## config.mk

```make
export PLATFORM = sky130hd
export DESIGN_NAME = memory_card_three_wire_bus_master
export DESIGN_NICKNAME = d
export VERILOG_FILES = /design/src/design/mctw_pkg.sv /design/src/design/memory_card_three_wire_bus_master.sv
export SDC_FILE = /design/constraint.sdc
export NUM_CORES = 1
export LEC_CHECK = 0
export BUFFER_PORTS_ARGS = -buffer_cell sky130_fd_sc_hd__buf_2
export CAP_MARGIN = 20
export CORE_MARGIN = 10
export CORE_UTILIZATION = 40
export DETAILED_ROUTE_END_ITERATION = 7
export GPL_ROUTABILITY_DRIVEN = 1
export HOLD_SLACK_MARGIN = 0.1
export SYNTH_ARGS = -nofsm -noshare
export SYNTH_HDL_FRONTEND = slang
export SYNTH_SLANG_ARGS = --single-unit
export TNS_END_PERCENT = 100
```

## constraint.sdc

```tcl
create_clock -name clk_i -period 3.1 [get_ports clk_i]
set_input_delay 0.31 -clock clk_i [delete_from_list [all_inputs] [get_ports clk_i]]
set_output_delay 0.31 -clock clk_i [all_outputs]
set_load 0.01 [all_outputs]
```

## src/design/mctw_pkg.sv

```systemverilog
// Shared types and constants for the three-wire memory card bus master.
package mctw_pkg;

  localparam logic [1:0] CMD_TICK  = 2'd0;
  localparam logic [1:0] CMD_READ  = 2'd1;
  localparam logic [1:0] CMD_WRITE = 2'd2;

  localparam logic [7:0] POLL_LIMIT_RST = 8'd250;

  typedef struct packed {
    logic [1:0] cmd;
    logic [5:0] control_code;
    logic [9:0] address;
    logic [7:0] write_data;
    logic [7:0] byte_count;
    logic       with_protect;
    logic       io_in;
  } req_t;

  typedef struct packed {
    logic       clk_out;
    logic       rst_out;
    logic       io_out;
    logic       io_drive;
    logic       byte_valid;
    logic [7:0] read_byte;
    logic       protect_bit;
    logic       last;
    logic       busy_res;
    logic       done_res;
    logic       status;
  } res_t;

endpackage

```

## src/design/memory_card_three_wire_bus_master.sv

```systemverilog
// Tick-driven master for a three-wire memory card bus: sequencer and result buffer.
// Each request is one half period of the card clock; its result is registered in
// the output register, or in the skid while that is full. A request can be accepted
// every cycle while the skid is empty; a two-entry result buffer (output register
// plus skid) keeps input flowing while one result waits. Asynchronous active-low
// reset idles the sequencer, clears the result buffer, sets the poll limit to 250.
module memory_card_three_wire_bus_master (
  input  logic                clk_i,
  input  logic                rst_ni,
  input  logic                in_valid_i,
  output logic                in_stall_o,
  input  mctw_pkg::req_t      in_req_i,
  output logic                out_valid_o,
  input  logic                out_stall_i,
  output mctw_pkg::res_t      out_res_o,
  input  logic                cfg_we_i,
  input  logic [7:0]          cfg_data_i
);

  localparam logic [3:0] PH_IDLE   = 4'd0;
  localparam logic [3:0] PH_PRE    = 4'd1;
  localparam logic [3:0] PH_SLOW   = 4'd2;
  localparam logic [3:0] PH_SHIGH  = 4'd3;
  localparam logic [3:0] PH_ELOW   = 4'd4;
  localparam logic [3:0] PH_EHIGH  = 4'd5;
  localparam logic [3:0] PH_RLOW   = 4'd6;
  localparam logic [3:0] PH_RHIGH  = 4'd7;
  localparam logic [3:0] PH_PWAIT  = 4'd8;
  localparam logic [3:0] PH_PHIGH  = 4'd9;
  localparam logic [3:0] PH_PCHECK = 4'd10;
  localparam logic [3:0] PH_FINISH = 4'd11;

  localparam logic [4:0] CMD_BITS   = 5'd24;
  localparam logic [4:0] DATA_BITS  = 5'd8;
  localparam logic [4:0] PROT_BITS  = 5'd9;
  localparam logic [7:0] POLL_SAT   = 8'd255;

  logic [7:0]  poll_limit_q;
  logic [3:0]  phase_q, phase_d;
  logic [23:0] cmd_shift_q, cmd_shift_d;
  logic [4:0]  bit_cnt_q, bit_cnt_d;
  logic [8:0]  rd_shift_q, rd_shift_d;
  logic [7:0]  bytes_left_q, bytes_left_d;
  logic [7:0]  poll_cnt_q, poll_cnt_d;
  logic [1:0]  mode_q, mode_d;   // bit0 write, bit1 protect

  mctw_pkg::res_t res_d;
  mctw_pkg::res_t head_q, skid_q;
  logic           head_v_q, skid_v_q;

  logic       accept, pop;
  logic [7:0] lim;
  logic [4:0] nbits;

  assign accept     = in_valid_i && !skid_v_q;
  assign pop        = head_v_q && !out_stall_i;
  assign in_stall_o = skid_v_q;
  assign out_valid_o = head_v_q;
  assign out_res_o  = head_q;

  assign lim   = (poll_limit_q == 8'd0) ? 8'd1 : poll_limit_q;
  assign nbits = mode_q[1] ? PROT_BITS : DATA_BITS;

  always_comb begin
    phase_d      = phase_q;
    cmd_shift_d  = cmd_shift_q;
    bit_cnt_d    = bit_cnt_q;
    rd_shift_d   = rd_shift_q;
    bytes_left_d = bytes_left_q;
    poll_cnt_d   = poll_cnt_q;
    mode_d       = mode_q;
    res_d        = '0;
    case (phase_q)
      PH_IDLE: begin
        if (in_req_i.cmd == mctw_pkg::CMD_READ || in_req_i.cmd == mctw_pkg::CMD_WRITE) begin
          cmd_shift_d  = {in_req_i.write_data, in_req_i.address[7:0],
                          in_req_i.address[9:8], in_req_i.control_code};
          bytes_left_d = in_req_i.byte_count;
          mode_d       = {in_req_i.with_protect, in_req_i.cmd == mctw_pkg::CMD_WRITE};
          bit_cnt_d    = '0;
          rd_shift_d   = '0;
          poll_cnt_d   = '0;
          res_d.clk_out = 1'b1;
          phase_d      = PH_PRE;
        end
      end
      PH_PRE: begin
        bit_cnt_d = '0;
        phase_d   = PH_SLOW;
      end
      PH_SLOW: begin
        res_d.rst_out  = 1'b1;
        res_d.io_drive = 1'b1;
        res_d.io_out   = cmd_shift_q[0];
        phase_d        = PH_SHIGH;
      end
      PH_SHIGH: begin
        res_d.rst_out  = 1'b1;
        res_d.io_drive = 1'b1;
        res_d.io_out   = cmd_shift_q[0];
        res_d.clk_out  = 1'b1;
        cmd_shift_d    = {1'b0, cmd_shift_q[23:1]};
        bit_cnt_d      = bit_cnt_q + 5'd1;
        phase_d        = (bit_cnt_d >= CMD_BITS) ? PH_ELOW : PH_SLOW;
      end
      PH_ELOW: phase_d = PH_EHIGH;
      PH_EHIGH: begin
        res_d.clk_out = 1'b1;
        bit_cnt_d     = '0;
        rd_shift_d    = '0;
        poll_cnt_d    = '0;
        if (mode_q[0]) begin
          phase_d = PH_PWAIT;
        end else begin
          phase_d = (bytes_left_q == 8'd0) ? PH_FINISH : PH_RLOW;
        end
      end
      PH_RLOW: phase_d = PH_RHIGH;
      PH_RHIGH: begin
        res_d.clk_out = 1'b1;
        // data bits enter at bit 7 and move down; the protect bit lands at bit 8
        if (bit_cnt_q < DATA_BITS) begin
          rd_shift_d = {1'b0, in_req_i.io_in, rd_shift_q[7:1]};
        end else begin
          rd_shift_d = {in_req_i.io_in | rd_shift_q[8], rd_shift_q[7:0]};
        end
        bit_cnt_d = bit_cnt_q + 5'd1;
        phase_d   = PH_RLOW;
        if (bit_cnt_d >= nbits) begin
          res_d.byte_valid  = 1'b1;
          res_d.read_byte   = rd_shift_d[7:0];
          res_d.protect_bit = rd_shift_d[8];
          bytes_left_d      = bytes_left_q - 8'd1;
          res_d.last        = (bytes_left_d == 8'd0);
          bit_cnt_d         = '0;
          rd_shift_d        = '0;
          if (bytes_left_d == 8'd0) phase_d = PH_FINISH;
        end
      end
      PH_FINISH: begin
        res_d.done_res = 1'b1;
        phase_d        = PH_IDLE;
      end
      PH_PWAIT: phase_d = PH_PHIGH;
      PH_PHIGH: begin
        res_d.clk_out = 1'b1;
        if (poll_cnt_q < POLL_SAT) poll_cnt_d = poll_cnt_q + 8'd1;
        phase_d = PH_PCHECK;
      end
      PH_PCHECK: begin
        if (!in_req_i.io_in) begin
          res_d.done_res = 1'b1;
          phase_d        = PH_IDLE;
        end else if (poll_cnt_q >= lim) begin
          res_d.done_res = 1'b1;
          res_d.status   = 1'b1;
          phase_d        = PH_IDLE;
        end else begin
          phase_d = PH_PHIGH;
        end
      end
      default: phase_d = PH_IDLE;
    endcase
    res_d.busy_res = (phase_d != PH_IDLE);
  end

  always_ff @(posedge clk_i or negedge rst_ni) begin
    if (!rst_ni) begin
      poll_limit_q <= mctw_pkg::POLL_LIMIT_RST;
    end else if (cfg_we_i) begin
      poll_limit_q <= cfg_data_i;
    end
  end

  always_ff @(posedge clk_i or negedge rst_ni) begin
    if (!rst_ni) begin
      phase_q      <= PH_IDLE;
      cmd_shift_q  <= '0;
      bit_cnt_q    <= '0;
      rd_shift_q   <= '0;
      bytes_left_q <= '0;
      poll_cnt_q   <= '0;
      mode_q       <= '0;
    end else if (accept) begin
      phase_q      <= phase_d;
      cmd_shift_q  <= cmd_shift_d;
      bit_cnt_q    <= bit_cnt_d;
      rd_shift_q   <= rd_shift_d;
      bytes_left_q <= bytes_left_d;
      poll_cnt_q   <= poll_cnt_d;
      mode_q       <= mode_d;
    end
  end

  // result buffer: head is the output register, skid takes a result while head waits
  always_ff @(posedge clk_i or negedge rst_ni) begin
    if (!rst_ni) begin
      head_v_q <= 1'b0;
      skid_v_q <= 1'b0;
    end else begin
      if (!head_v_q) begin
        head_v_q <= accept;
      end else if (pop) begin
        if (skid_v_q) begin
          skid_v_q <= accept;
        end else begin
          head_v_q <= accept;
        end
      end else if (accept) begin
        skid_v_q <= 1'b1;
      end
    end
  end

  always_ff @(posedge clk_i) begin
    if (!head_v_q) begin
      if (accept) head_q <= res_d;
    end else if (pop) begin
      if (skid_v_q) begin
        head_q <= skid_q;
        if (accept) skid_q <= res_d;
      end else if (accept) begin
        head_q <= res_d;
      end
    end else if (accept) begin
      skid_q <= res_d;
    end
  end

  a_skid_needs_head: assert property (@(posedge clk_i) disable iff (!rst_ni)
    skid_v_q |-> head_v_q)
    else $error("skid entry held without head entry");

  a_io_only_driven: assert property (@(posedge clk_i) disable iff (!rst_ni)
    (head_v_q && head_q.io_out) |-> head_q.io_drive)
    else $error("io_out high while line not driven");

  a_done_not_busy: assert property (@(posedge clk_i) disable iff (!rst_ni)
    (head_v_q && head_q.done_res) |-> !head_q.busy_res)
    else $error("operation done but still busy");

  a_status_with_done: assert property (@(posedge clk_i) disable iff (!rst_ni)
    (head_v_q && head_q.status) |-> head_q.done_res)
    else $error("timeout status without done");

  a_last_with_byte: assert property (@(posedge clk_i) disable iff (!rst_ni)
    (head_v_q && head_q.last) |-> head_q.byte_valid)
    else $error("last mark without a read byte");

endmodule
```

==> summary.md <==
| Metric | Value |
|---|---|
| # DRC | 0 |
| Non-filler cells, final | ~790 |
| Clock period minus worst slack | about 2600 ps |
| Post-synth EDFFs | 35 |
| Syn_nets | approximately 610 |
| CP max stage delay | roughly 710 ps |
| Largest net degree at the start of global routing | 49 |
| First-pass GRT wire length | roughly 20000 um |
| Clk_lat worst skew | 360 ps |
| Arr. time, crit path | 2890 ps |
| Main flop type after synthesis | dfrtp_1 |
| Final Max Tran Viols | 0 |
| Clk root buf | clkbuf_16 |
| Commonest cells after routing, fill and taps aside | nand2_1, buf_2, dfrtp_1, nor2_1, o21ai_0 |
| Synth Cell Area | 5390 sq um |
| Routed WL | 11800 um |
| Critical path endpoint category | flop |
| Worst slew pin tran | 636 ps |
| Post-layout util | 47.0% |
| Cts repair resizes | 0 |
| Pwr Density | 849 nW/um^2 |
| Slew HR | between 50 and 60% |
| DR WL/cell | 15.0 um |
| Vias in the first global route | between 4000 and 5000 |
| Clock Skew | approximately 7.6 ps |
| Commonest non-fill, non-tap cell in the layout | nand2_1 |
| Crit-path slowest cell | dfrtp_1 |
| Crit path max fanout | 20 |
| Asr flop ratio synth | approximately two thirds |
| Critical path buffers and inverters | 0 |
| Routed vias | just over 4000 |
| Fill count | between 1000 and 1500 |
| Cell Chain, Critical Path | nand2_1, or2_0, o22a_4, o21ai_4, o21ai_0, a22o_1 |
| Hold Vio Cnt, Final | 0 |
| Total CTS buffers | 9 |
| Final period util | 84.9% |
| CTS tree | built |
| Largest family of logic cells by synthesized area | simple AND/OR/NAND/NOR gates |
| Post-Synth Adder-Cell Area | between 3 and 4% |
| Compound-Gate Fraction of Synth Area | between 15 and 20% |
| Die height | between 100 and 150 um |
| Crit start category | flop |
| Status | finished clean |
| Synth Area per Inst | between 9 and 10 sq um |
| Grt total ovfl | 0 |
| Area Overhead vs Synth | 15.4% |
| DRT Pass-1 Iters | 6 |
| Final-stage net count | around 670 |
| Seq/Total Area, Yosys | 52.1% |
| Inst Count DP | ~770 |
| Post-synthesis mux area share | about 5.3% |
| Hold Crit Class | in -> reg |
| Syn Inst Count | about 540 |
| Die width | 136 um |
| H-tree levels | 3 |
| Yosys reg bits | between 100 and 150 |
| Post-synthesis xor/xnor area fraction | roughly 1.6% |
| Post-DRT Antenna Nets | 0 |
| Most area-hungry cell type in the Yosys netlist | dfrtp_1 |
| # setup viols final | 0 |
| Initial core utilization | around two fifths |
| PnR worst setup slack | between 400 and 500 ps |
| Clock buffer depth | 2 |
| Setup TNS | 0 ps |
| GP Congestion | between 0.8 and 0.9 |
| Initial antenna violation count | 0 |
| Layout cells sized above 1 | between 10% and 20% |
| Critical Path RT | 3350 ps |
| Delay-heaviest family, CP | compound AO/OA/AOI/OAI gates |
| Simple-Gate Fraction of Synth Area | between 10% and 20% |
| DR vias/cell | 5.29 |
| Largest cells by area after synthesis | dfrtp_1, edfxtp_1, nand2_1, mux2i_1, o21ai_0 |
| Register area | between 2000 and 3000 sq um |
| Max Cap Violations | 0 |
| IR Drop Worst-Case VDD | about 0.36 mV |
| Antenna diode count | 0 |
| Multi-input logic area | 2390 sq um |
| Pleak | between 0.002 and 0.003 uW |
| Yosys warnings | 0 |
| I/O pins | between 60 and 70 |
| Power Total | 5280 uW |
| DP Worst Slack | between 500 and 600 ps |
| Initial DRC Count | approximately 220 |
| RSZ-0062 raised after global routing | no |
| Crit Path Category | reg -> reg |
| Peak Freq | around 0.38 GHz |
| GRT Util Overall | between 10% and 20% |
| PortBufs | between 60 and 70 |
| Die ar. | 18500 sq um |
| CTS Hold Bufs | 1 |
| Post-synth top area share | between 20% and 30% |
| Clock transition at path regs | 70 ps |
| Core Region | 13200 sq um |
| Clock sink count | roughly 110 |
| Num rows | 42 |
| Yosys cell types | a little over 60 |
| Post-CTS Setup Inserts | 0 |
| Post-DP HPWL | 8480 um |
## power breakdown
part / internal, uW / switching, uW / leakage, uW
combinational: 752 / 993 / 0.00125
sequential: 1960 / 413 / 0.00123
clock: 631 / 532 / 0.000139
total: 3350 / 1940 / 0.00261
## state kept, by name, indices dropped and copies added, names as in the netlist
register      cells
out_valid_o       1
poll_limit_q      8
phase_q           4
cmd_shift_q      24
skid_q           17
mode_q            2
rd_shift_q        9
in_stall_o        1
bit_cnt_q         5
out_res_o        18
poll_cnt_q        8
bytes_left_q      8
## cell usage after synthesis, types with 8 or more instances
master and n:
nand2_1 77, dfrtp_1 64, nor2_1 50, o21ai_0 50, edfxtp_1 35, a21oi_1 30
mux2i_1 25, clkbuf_1 18, inv_1 18, nand3_1 16, o22ai_1 15, ha_1 14
a22o_1 9, nor4_1 9, nand2b_1 8, nor3_1 8
## tightest hold or removal path, cell delays in order
cell and delay, ps:
buf_2 80, nand2_1 30, o21ai_0 50
## stage by stage
| stage | cell area, sq um | hold WS [ps] |
|---|---|---|
| final | 6220 | 157 |
| after CTS | 6220 | 146 |
| after detailed placement | 5910 | 316 |
| after global routing | 6220 | 161 |
| after floorplan | 5390 | 14.4 |
| after global placement | 5910 | 313 |
## cells by family after synthesis
kind of cell | after synthesis
AO/OA/AOI/OAI | 143
XOR/XNOR | 10
adder cells (fa/ha/maj) | 14
flip-flops | 105
multiplexers | 28
AND/OR/NAND/NOR | 195
buffers and inverters | 47
## final timing paths
kind / startpoint / endpoint / slack [ps] / cells past startpoint
setup / recovery: phase_q[0]$_DFFE_PN0P_ / bytes_left_q[3]$_DFFE_PN0P_ / 470 / 6
hold / removal: cfg_data_i[2] / poll_limit_q[2]$_DFFE_PN0P_ / 160 / 3
setup reg to reg: phase_q[0]$_DFFE_PN0P_ / bytes_left_q[3]$_DFFE_PN0P_ / 470 / 6
hold reg to reg: cmd_shift_q[3]$_DFFE_PN0P_ / cmd_shift_q[3]$_DFFE_PN0P_ / 480 / 2
max in group asynchronous: rst_ni / out_valid_o$_DFF_PN0_ / 1880 / 3
min in group asynchronous: rst_ni / cmd_shift_q[6]$_DFFE_PN0P_ / 450 / 2
## layout make-up
| type | instances | share of cell area (%) |
|---|---|---|
| Clock buffer | 9 | 3.62 |
| Clock inverter | 7 | 1.23 |
| Inverter | 18 | 1.09 |
| Multi-Input combinational cell | 390 | 38.4 |
| Sequential cell | 105 | 45.2 |
| Tap cell | 176 | 3.54 |
| Timing Repair Buffer | 80 | 6.96 |
## metal layers
| metal | part of all wire [%] | GRT usage [%] | wire length [um] | vias to the layer above |
|---|---|---|---|---|
| met4 | 1.8 | 4.14 | 206 | 0 |
| li1 | - | - | - | 2078 |
| met5 | 0 | 0 | 0 | - |
| met3 | 6.6 | 4.54 | 781 | 19 |
| met2 | 45 | 20.0 | 5270 | 99 |
| met1 | 47 | 17.1 | 5510 | 1959 |
Power figures use the tool's default switching activity.
